[src/design/ors_pkg.sv]
// -----------------------------------------------------------------------------
// Overwriting ring stack package
// Shared constants, command codes and transfer types of the ring stack.
// -----------------------------------------------------------------------------
package ors_pkg;

  // Default sizing
  localparam int unsigned CapacityDefault  = 15;
  localparam int unsigned ElemWidthDefault = 8;

  // Fixed field widths of the transfer payloads
  localparam int unsigned ValueW = 8;
  localparam int unsigned DepthW = 4;
  localparam int unsigned CountW = 4;

  // Command codes
  typedef enum logic [1:0] {
    CMD_PUSH  = 2'd0,
    CMD_POP   = 2'd1,
    CMD_CLEAR = 2'd2,
    CMD_PEEK  = 2'd3
  } cmd_e;

  // Input transfer
  typedef struct packed {
    cmd_e              command;
    logic [ValueW-1:0] push_value;
    logic [DepthW-1:0] depth_index;
  } in_item_t;

  // Result transfer
  typedef struct packed {
    logic [ValueW-1:0] top_value;
    logic [ValueW-1:0] bottom_value;
    logic [ValueW-1:0] indexed_value;
    logic [CountW-1:0] count;
    logic              is_empty;
    logic              is_full;
  } out_item_t;

  // Shift control broadcast to every cell
  typedef struct packed {
    logic push;    // take the neighbor above (toward the top)
    logic rotate;  // take the neighbor below, wrapping at the end
  } cell_ctrl_t;

endpackage

[src/design/ors_cell.sv]
// -----------------------------------------------------------------------------
// Ring stack cell
// One slot of the ring, stored relative to the top; shifts to its neighbors
// and offers its value on the indexed and bottom read buses.
// -----------------------------------------------------------------------------
module ors_cell import ors_pkg::*; #(
  parameter int unsigned ELEM_WIDTH = ElemWidthDefault,
  parameter int unsigned IDXW       = 4,
  parameter int unsigned INDEX      = 0
) (
  input  logic                  clk_i,
  input  logic                  rst_ni,
  input  cell_ctrl_t            ctrl_i,
  input  logic [ELEM_WIDTH-1:0] prev_i,
  input  logic [ELEM_WIDTH-1:0] next_i,
  input  logic [IDXW-1:0]       depth_sel_i,
  input  logic [IDXW-1:0]       bottom_sel_i,
  output logic [ELEM_WIDTH-1:0] value_o,
  output logic [ELEM_WIDTH-1:0] depth_val_o,
  output logic [ELEM_WIDTH-1:0] bottom_val_o
);

  localparam logic [IDXW-1:0] MyIdx = IDXW'(INDEX);

  logic [ELEM_WIDTH-1:0] val_d, val_q;

  // Shift toward the bottom on push, toward the top on rotate
  always_comb begin
    val_d = val_q;
    if (ctrl_i.push) begin
      val_d = prev_i;
    end else if (ctrl_i.rotate) begin
      val_d = next_i;
    end
  end

  always_ff @(posedge clk_i or negedge rst_ni) begin
    if (!rst_ni) begin
      val_q <= '0;
    end else begin
      val_q <= val_d;
    end
  end

  assign value_o      = val_q;
  // Drive the read buses only when selected
  assign depth_val_o  = (depth_sel_i == MyIdx) ? val_q : '0;
  assign bottom_val_o = (bottom_sel_i == MyIdx) ? val_q : '0;

endmodule

[src/design/overwriting_ring_stack_unit.sv]
// -----------------------------------------------------------------------------
// Overwriting ring stack unit
// LIFO of up to CAPACITY elements that drops its oldest entry on overflow.
// -----------------------------------------------------------------------------
// The ring of CAPACITY+1 slots is a chain of cells kept aligned to the top:
// cell 0 holds the top entry, cell k the slot k below it. A push shifts the
// chain down one cell and a pop rotates it up one. The chain settles at the
// accepting edge, and the result register loads once any clear rotation is
// done and no stalled result is held; no new command is taken until then. A
// clear re-aligns the ring to slot zero by rotating the chain one cell per
// cycle until the top pointer (0 to CAPACITY) is back at zero. A stalled
// result holds off the load of the next one. The slot contents clear to zero
// only on reset.
module overwriting_ring_stack_unit import ors_pkg::*; #(
  parameter int unsigned CAPACITY   = CapacityDefault,
  parameter int unsigned ELEM_WIDTH = ElemWidthDefault
) (
  input  logic      clk_i,
  input  logic      rst_ni,
  input  logic      in_valid_i,
  output logic      in_stall_o,
  input  in_item_t  in_data_i,
  output logic      out_valid_o,
  input  logic      out_stall_i,
  output out_item_t out_data_o
);

  localparam int unsigned NSlot = CAPACITY + 1;
  localparam int unsigned IDXW  = $clog2(NSlot);
  localparam int unsigned DW    = (IDXW + 1 > 5) ? IDXW + 1 : 5;
  localparam logic [IDXW-1:0] LastIdx = IDXW'(CAPACITY);

  logic [IDXW-1:0] tp_d, tp_q;
  logic [IDXW-1:0] cnt_d, cnt_q;
  logic [IDXW-1:0] depth_d, depth_q;
  logic            pend_d, pend_q;
  logic            clr_d, clr_q;
  logic            out_valid_d, out_valid_q;
  out_item_t       out_d, out_q;

  logic            accept;
  logic            load;
  cell_ctrl_t      ctrl;
  logic [IDXW-1:0] depth_red;
  logic [DW-1:0]   depth_acc;
  logic [IDXW-1:0] bottom_sel;

  logic [ELEM_WIDTH-1:0] push_elem;
  logic [ELEM_WIDTH-1:0] cell_val   [NSlot];
  logic [ELEM_WIDTH-1:0] depth_val  [NSlot];
  logic [ELEM_WIDTH-1:0] bottom_val [NSlot];
  logic [ELEM_WIDTH-1:0] depth_rd;
  logic [ELEM_WIDTH-1:0] bottom_rd;

  assign accept     = in_valid_i & ~in_stall_o;
  assign in_stall_o = pend_q | clr_q;
  assign load       = pend_q & ~clr_q & (~out_valid_q | ~out_stall_i);
  assign push_elem  = ELEM_WIDTH'(in_data_i.push_value);

  // Reduce the depth modulo the ring size
  always_comb begin
    depth_acc = DW'(in_data_i.depth_index);
    for (int i = 0; i < 8; i++) begin
      if (depth_acc >= DW'(NSlot)) begin
        depth_acc = depth_acc - DW'(NSlot);
      end
    end
    depth_red = IDXW'(depth_acc);
  end

  // Command decode, pointer and count update, clear rotation
  always_comb begin
    ctrl    = '0;
    tp_d    = tp_q;
    cnt_d   = cnt_q;
    clr_d   = clr_q;
    pend_d  = pend_q;
    depth_d = depth_q;
    if (clr_q) begin
      ctrl.rotate = 1'b1;
      tp_d        = tp_q - IDXW'(1);
      clr_d       = (tp_q != IDXW'(1));
    end else if (accept) begin
      pend_d  = 1'b1;
      depth_d = depth_red;
      unique case (in_data_i.command)
        CMD_PUSH: begin
          ctrl.push = 1'b1;
          tp_d      = (tp_q == LastIdx) ? '0 : tp_q + IDXW'(1);
          if (cnt_q != LastIdx) begin
            cnt_d = cnt_q + IDXW'(1);
          end
        end
        CMD_POP: begin
          if (cnt_q != '0) begin
            ctrl.rotate = 1'b1;
            tp_d        = (tp_q == '0) ? LastIdx : tp_q - IDXW'(1);
            cnt_d       = cnt_q - IDXW'(1);
          end
        end
        CMD_CLEAR: begin
          cnt_d = '0;
          clr_d = (tp_q != '0);
        end
        CMD_PEEK: begin
        end
        default: begin
        end
      endcase
    end
    if (load) begin
      pend_d = 1'b0;
    end
  end

  // Chain of slot cells
  for (genvar k = 0; k < NSlot; k++) begin : g_cell
    ors_cell #(
      .ELEM_WIDTH(ELEM_WIDTH),
      .IDXW      (IDXW),
      .INDEX     (k)
    ) u_cell (
      .clk_i       (clk_i),
      .rst_ni      (rst_ni),
      .ctrl_i      (ctrl),
      .prev_i      ((k == 0) ? push_elem : cell_val[(k + NSlot - 1) % NSlot]),
      .next_i      (cell_val[(k + 1) % NSlot]),
      .depth_sel_i (depth_q),
      .bottom_sel_i(bottom_sel),
      .value_o     (cell_val[k]),
      .depth_val_o (depth_val[k]),
      .bottom_val_o(bottom_val[k])
    );
  end

  // Bottom sits count-1 cells below the top; on an empty stack the last cell
  assign bottom_sel = (cnt_q == '0) ? LastIdx : cnt_q - IDXW'(1);

  // Merge the selected cells onto the read buses
  always_comb begin
    depth_rd  = '0;
    bottom_rd = '0;
    for (int k = 0; k < NSlot; k++) begin
      depth_rd  = depth_rd | depth_val[k];
      bottom_rd = bottom_rd | bottom_val[k];
    end
  end

  // Form the result from the settled state
  always_comb begin
    out_d               = out_q;
    out_valid_d         = out_valid_q & out_stall_i;
    if (load) begin
      out_valid_d         = 1'b1;
      out_d.top_value     = ValueW'(cell_val[0]);
      out_d.bottom_value  = ValueW'(bottom_rd);
      out_d.indexed_value = ValueW'(depth_rd);
      out_d.count         = CountW'(cnt_q);
      out_d.is_empty      = (cnt_q == '0);
      out_d.is_full       = (cnt_q == LastIdx);
    end
  end

  always_ff @(posedge clk_i or negedge rst_ni) begin
    if (!rst_ni) begin
      tp_q        <= '0;
      cnt_q       <= '0;
      pend_q      <= 1'b0;
      clr_q       <= 1'b0;
      out_valid_q <= 1'b0;
    end else begin
      tp_q        <= tp_d;
      cnt_q       <= cnt_d;
      pend_q      <= pend_d;
      clr_q       <= clr_d;
      out_valid_q <= out_valid_d;
    end
  end

  // Payload registers
  always_ff @(posedge clk_i) begin
    depth_q <= depth_d;
    out_q   <= out_d;
  end

  assign out_valid_o = out_valid_q;
  assign out_data_o  = out_q;

endmodule

[config.mk]
export PLATFORM = sky130hd
export DESIGN_NAME = overwriting_ring_stack_unit
export DESIGN_NICKNAME = d
export VERILOG_FILES = /design/src/design/ors_pkg.sv /design/src/design/ors_cell.sv /design/src/design/overwriting_ring_stack_unit.sv
export SDC_FILE = /design/constraint.sdc
export NUM_CORES = 1
export LEC_CHECK = 0
export ABC_CLOCK_PERIOD_IN_PS = 3200
export BUFFER_PORTS_ARGS = -buffer_cell sky130_fd_sc_hd__buf_2
export CAP_MARGIN = 20
export CORE_MARGIN = 2
export CORE_UTILIZATION = 35
export CTS_CLUSTER_DIAMETER = 100
export DETAILED_ROUTE_END_ITERATION = 8
export HOLD_SLACK_MARGIN = 0.05
export PLACE_DENSITY = 0.61
export SLEW_MARGIN = 20
export SYNTH_ARGS = -nofsm -noshare
export SYNTH_HDL_FRONTEND = slang
export SYNTH_SLANG_ARGS = --single-unit
[constraint.sdc]
create_clock -name clk_i -period 3.2 [get_ports clk_i]
set_input_delay 0.16 -clock clk_i [delete_from_list [all_inputs] [get_ports clk_i]]
set_output_delay 0.16 -clock clk_i [all_outputs]
set_load 0.05 [all_outputs]
Word-level counts from Yosys, hierarchy flattened --
Index checks and enable logic that the tools add are counted.
Operators by class: $add $sub $neg 4, $mul 0, divide/modulo/power cells 0, magnitude comparators 0, eq/ne operators 40, shift-type cells 0, multiplexer cells 87, bitwise logic cells 40, reductions and logical operators 16
Operators with widths (count):
- 8-bit 2-to-1 mux | 64
- 8-bit bitwise OR | 30
- 4-bit == test (second input constant) | 18
- 4-bit by 3-bit == test with 1-bit output (second input constant) | 8
- 4-bit 2-to-1 mux | 8
- 4-bit by 2-bit == test with 1-bit output (second input constant) | 4
- 4-bit logical NOT | 4
- 1-bit 2-to-1 mux | 12
- 4-bit one-hot mux with 3 select lines | 1
- 4-bit by 1-bit adder with 4-bit output (second input constant) | 2
- 4-bit by 1-bit == test with 1-bit output (second input constant) | 2
- 4-bit one-hot mux with 2 select lines | 1
- 4-bit nonzero test | 2
- 4-bit by 1-bit subtractor with 4-bit output (second input constant) | 2
- 2-bit nonzero test | 3
- 3-bit nonzero test | 2
- 5-bit AND reduction | 1
- 1-bit bitwise AND | 4
- 2-bit inequality test (second input constant) | 2
- 4-bit by 1-bit inequality test with 1-bit output (second input constant) | 1
- 4-bit inequality test (second input constant) | 1
- 1-bit inverter | 4
- 2-bit AND reduction | 2
- 3-bit inequality test (second input constant) | 1
- other kinds (7) | 8
Storage, ports and cells: flip-flop bits (word level) 173, bits in latches 0, bits in writable memories 0, bits in read-only memories 0, input bits 18, output and inout bits 32, word-level logic and storage cells 215, memories 0

Depth between registers and ports, before layout --
word-level depth 19, gate-level depth with buffers 10, mapped depth without buffers 7

By module --
From an unflattened synthesis, not the netlist that was laid out.
Unflattened totals: cell total of the unflattened synthesis 1070, area total of the unflattened synthesis 10647.7 µm²
By module, submodules not included:
- overwriting_ring_stack_unit | instances 1, cells each 224, area each 2538.7 µm², seq. area each 1296.2 µm²
- ors_cell at g_cell[1].u_cell ... | instances 4, cells each 52, area each 510.5 µm², seq. area each 200.2 µm²
- ors_cell at g_cell[10].u_cell ... | instances 4, cells each 53, area each 500.5 µm², seq. area each 200.2 µm²
- ors_cell at g_cell[11].u_cell ... | instances 2, cells each 54, area each 513.0 µm², seq. area each 200.2 µm²
- ors_cell at g_cell[13].u_cell ... | instances 2, cells each 53, area each 510.5 µm², seq. area each 200.2 µm²
- ors_cell at g_cell[12].u_cell ... | instances 2, cells each 53, area each 506.7 µm², seq. area each 200.2 µm²
- ors_cell at g_cell[0].u_cell | instances 1, cells each 52, area each 505.5 µm², seq. area each 200.2 µm²
- ors_cell at g_cell[15].u_cell | instances 1, cells each 54, area each 499.2 µm², seq. area each 200.2 µm²

Worst setup path after synthesis --
No wires, ideal clock.
path type reg-to-reg, start point register clr_q, end point register out_q (netlist bit out_data_o[0]) (enable), setup time 429 ps, arrival 2234 ps, required time 2771 ps, path slack 537 ps, stages on the path, launching flop included 4, buffers on the path 1, period minus slack after synthesis 2663 ps, cell sequence dfrtp_1 > clkbuf_1 > nand2b_1 > a21oi_1
Between the ends: word-level cells in the longest chain between the ends 3
Ends and longest elaborated chain:
- start, declared | line overwriting_ring_stack_unit.sv:37 | logic clr_d, clr_q;
- start signal, assigned | line overwriting_ring_stack_unit.sv:175 | clr_q <= clr_d;
- 1-bit inverter (no line)
- 1-bit bitwise AND (2 in series) | line overwriting_ring_stack_unit.sv:57 | assign load = pend_q & ~clr_q & (~out_valid_q | ~out_stall_i);
- via load | line overwriting_ring_stack_unit.sv:42 | logic load;
- end signal, assigned | line overwriting_ring_stack_unit.sv:183 | out_q <= out_d;
- end, declared | line overwriting_ring_stack_unit.sv:39 | out_item_t out_d, out_q;
The timed path passes the listed nets, and every way through them passes these cells. A chain may end at the register's enable or synchronous reset.

Worst setup path after layout --
start point register cnt_q[1], end point register g_cell[7].u_cell.val_q[5]
Between the ends: word-level cells in the longest chain between the ends 6
Ends and longest elaborated chain:
- start, declared | line overwriting_ring_stack_unit.sv:34 | logic [IDXW-1:0] cnt_d, cnt_q;
- start signal, assigned | line overwriting_ring_stack_unit.sv:173 | cnt_q <= cnt_d;
- 4-bit nonzero test | line overwriting_ring_stack_unit.sv:95 | if (cnt_q != '0) begin
- 1-bit 2-to-1 mux | line overwriting_ring_stack_unit.sv:95
- 1-bit 2-to-1 mux | line overwriting_ring_stack_unit.sv:86 | unique case (in_data_i.command)
- 2-bit 2-to-1 mux | line overwriting_ring_stack_unit.sv:83 | end else if (accept) begin
- 1-bit 2-to-1 mux | line overwriting_ring_stack_unit.sv:79 | if (clr_q) begin
- 2-bit nonzero test (no line)
- end signal, assigned | line ors_cell.sv:41 | val_q <= val_d;
- end, declared | line ors_cell.sv:25 | logic [ELEM_WIDTH-1:0] val_d, val_q;
Every way passes these cells.

==> impl_results.md <==
* Top-area cell type share of the netlist area at 0.326
* CTS sink count at 173
* Most numerous cell in the Yosys netlist: a21oi_1
* Largest net degree at the start of global routing at approximately 260
* Via-to-Cell Ratio at a little under 6
* Static Leak at between 4 and 5 nW
* CP max FO at between 200 and 300
* Final Cell Area at roughly 12000 µm²
* Pwr per Cell Area at 1000 nW/µm²
* Root buffer cell: clkbuf_16
* Slew @ Worst Pin at between 1 and 1.5 ns
* Vias in the first global route at just under 9k
* DR WL/cell at about 22 µm
* Post-synth EDFFs at 34
* Setup Viol. Count Final at 0
* Worst setup SP type: flip-flop
* Final HPWL DP at between 20000 and 25000 µm
* Register bit total from synthesis at around 170
* Crit path capture type: flip-flop
* Initial Util at 0.358
* Seq/Total Area, Yosys at 0.421
* Sum Neg Setup Slack at 0 ns
* Clock Skew at around 0.015 ns
* Final GP Congestion at 0.950
* Initial DRC count at 962
* Worst setup path category: reg2reg
* CTS buffer count at 17
* Placed Cells at around 1.5k
* Final Non-Filler Cells at approximately 1.6k
* Ys Warns at 0
* CTS tree: done
* Fin. max-slew vios at 0
* DP Area at 11400 µm²
* Initial antenna violation count at 2
* Syn_area_per_cell at around 9.4 µm²
* Fin crit share at 0.896
* Final hold vios at 0
* Async SR Flop Fraction at 0.803
* Total power at ~12 mW
* Slew headroom at 0.149
* Netlist cell types at 76
* Outcome: finished, final reports clean
* PostCTS Resize Cnt at 0
* Syn Std Cell Area at 10700 µm²
* Pre-Repair DR Iteration Count at 6
* Total GRT Usage at 0.221
* First-pass GRT wire length at between 50000 and 60000 µm
* DRT Wirelength at 34400 µm
* Clock Path Buffers at 2
* I/O Buffers at just under 50
* Cell Rows at 63
* Worst-path clk slew at around 0.070 ns
* H-tree depth at 4
* Critical path arrival at 3.13 ns
* Core area at 29900 µm²
* Worst hold path class: in2reg
* Peak VDD IR at around 0.00078 V
* Die Y at 179 µm
* I/O pin count at 50
* Commonest cells post-synth: 174 x a21oi_1, 166 x nor2_1, 144 x mux2i_1
* Crit path required time at around 3.5 ns
* Worst path max stage delay at around 0.48 ns
* Fmax at between 300 and 400 MHz
* Final #Nets at between 1k and 1.5k
* Final ANT Viol Nets at 0
* Die span in x at around 180 µm
* Grt ovf at 0
* Crit path time final at 2.87 ns
* Share of cells above drive strength 1 at 0.135
* Clock Latency Late Sink at 0.46 ns
* Area leader, netlist: dfrtp_1
* Synth Instances at around 1.1k
* DRC at 0
* Area of the die at ~32000 µm²
* # Max-Cap Violations at 0
* Synth-to-Final Area Change at 13.2%
* Most used DFF post-synth: dfrtp_1
* Critical path cell sequence: inv_1 -> ha_1 -> nor3b_1 -> o21ba_2 -> o21bai_4 -> buf_12 -> nor2_1 -> a21oi_1
* Slowest stage cell on the critical path: nor3b_1
* RSZ-0062 raised after global routing: no
* DR vias at about 9k
* Synth area leaders: dfrtp_1 33%, mux2i_1 13%, edfxtp_1 9.6%, a21oi_1 8.2%, nor2_1 5.8%
* Syn_nets at between 1k and 1.5k
## worst max-delay path, delay by kind of cell, from the launching register on
family | cells | cell delay (ns)
compound gates | 3 | 0.35
buf+inv | 2 | 0.35
simple gates | 2 | 0.76
flops | 1 | 0.38
fa+ha+maj | 1 | 0.42
## layer usage
| layer | global-route usage | share of wire |
|---|---|---|
| met4 | 0.0884 | 0.027 |
| met3 | 0.0312 | 0.061 |
| met1 | 0.307 | 0.45 |
| met2 | 0.348 | 0.46 |
| met5 | 0 | 0.00038 |
## logic make-up (layout without fill, tap and decap cells)
family                     count (synthesis)  in the layout  share of synthesized area
DFF                                      173            173                      0.421
xor gates and xnor gates                   1              1                   0.000820
AOI/OAI and AO/OA                        340            340                      0.205
other                                      0              1                          0
adders and majority gates                 12             12                     0.0141
and+or+nand+nor                          336            336                      0.148
muxes                                    160            160                      0.158
buffers and inverters                    115            159                     0.0529
## through the flow
step	setup WS (ns)	utilization	hold WS [ns]
2_1_floorplan	0.537	-	-0.136
3_3_place_gp	0.615	0.380	0.239
4_1_cts	0.618	0.405	0.154
3_5_place_dp	0.636	0.380	0.238
5_1_grt	0.289	0.405	0.194
6_report	0.333	0.405	0.155
## final cells by class
| cell class | instances | area [µm²] |
|---|---|---|
| clock buffer | 17 | 425 |
| multi-input combinational | 849 | 5640 |
| timing repair buffer | 104 | 774 |
| antenna | 1 | 2.50 |
| sequential | 173 | 4500 |
| clock inverter | 15 | 175 |
| inverter | 23 | 86.3 |
| tap | 390 | 488 |
| fill | 2957 | 17800 |
## sequential cells by signal (all words and copies together), names as in the netlist
name,cells
clr_q,1
out_data_o,30
tp_q,4
pend_q,1
cnt_q,4
depth_q,4
g_cell.u_cell.value_o,128
out_valid_o,1
## layout by cell type (no fill, tap or decap), types with 10 or more instances in the layout
master and n:
a21oi_1 173, nor2_1 165, mux2i_1 144, dfrtp_1 138
buf_2 48, nand2_1 45, buf_4 35, edfxtp_1 34
o21ai_0 30, nand3_1 28, inv_1 22, nand4_1 18
clkbuf_16 17, a221oi_1 14, a22oi_1 14, dlygate4sd3_1 14
ha_1 12, and3_1 11, nor3_1 11, mux2_2 10
nor2b_1 10, a211oi_1 10
## path summary, 6_finish.rpt
path,startpoint,to,slack [ns],cells after the start
min in group asynchronous,rst_ni,tp_q[3],0.29,2
hold reg to reg,g_cell[11].u_cell.value_o[4],g_cell[11].u_cell.value_o[4],0.56,2
setup reg to reg,cnt_q[1],g_cell[7].u_cell.value_o[5],0.33,8
setup / recovery,cnt_q[1],g_cell[7].u_cell.value_o[5],0.33,8
max in group asynchronous,rst_ni,g_cell[8].u_cell.value_o[2],2.08,3
hold / removal,in_data_i[13],clr_q,0.16,3
## where the power goes
group	switching [mW]	internal (mW)	leakage, nW
clock network	1.06	1.12	0.288
logic	3.61	2.05	2.40
registers	1.19	3.13	1.63
## timing repair
item / in CTS / in global routing
buffers inserted: 0 / 0
endpoints found under the setup margin: 0 / 0
hold buffers: 14 / 0
endpoints found under the hold margin: 86 / 0
No activity file was read; power rests on OpenSTA's default activity.
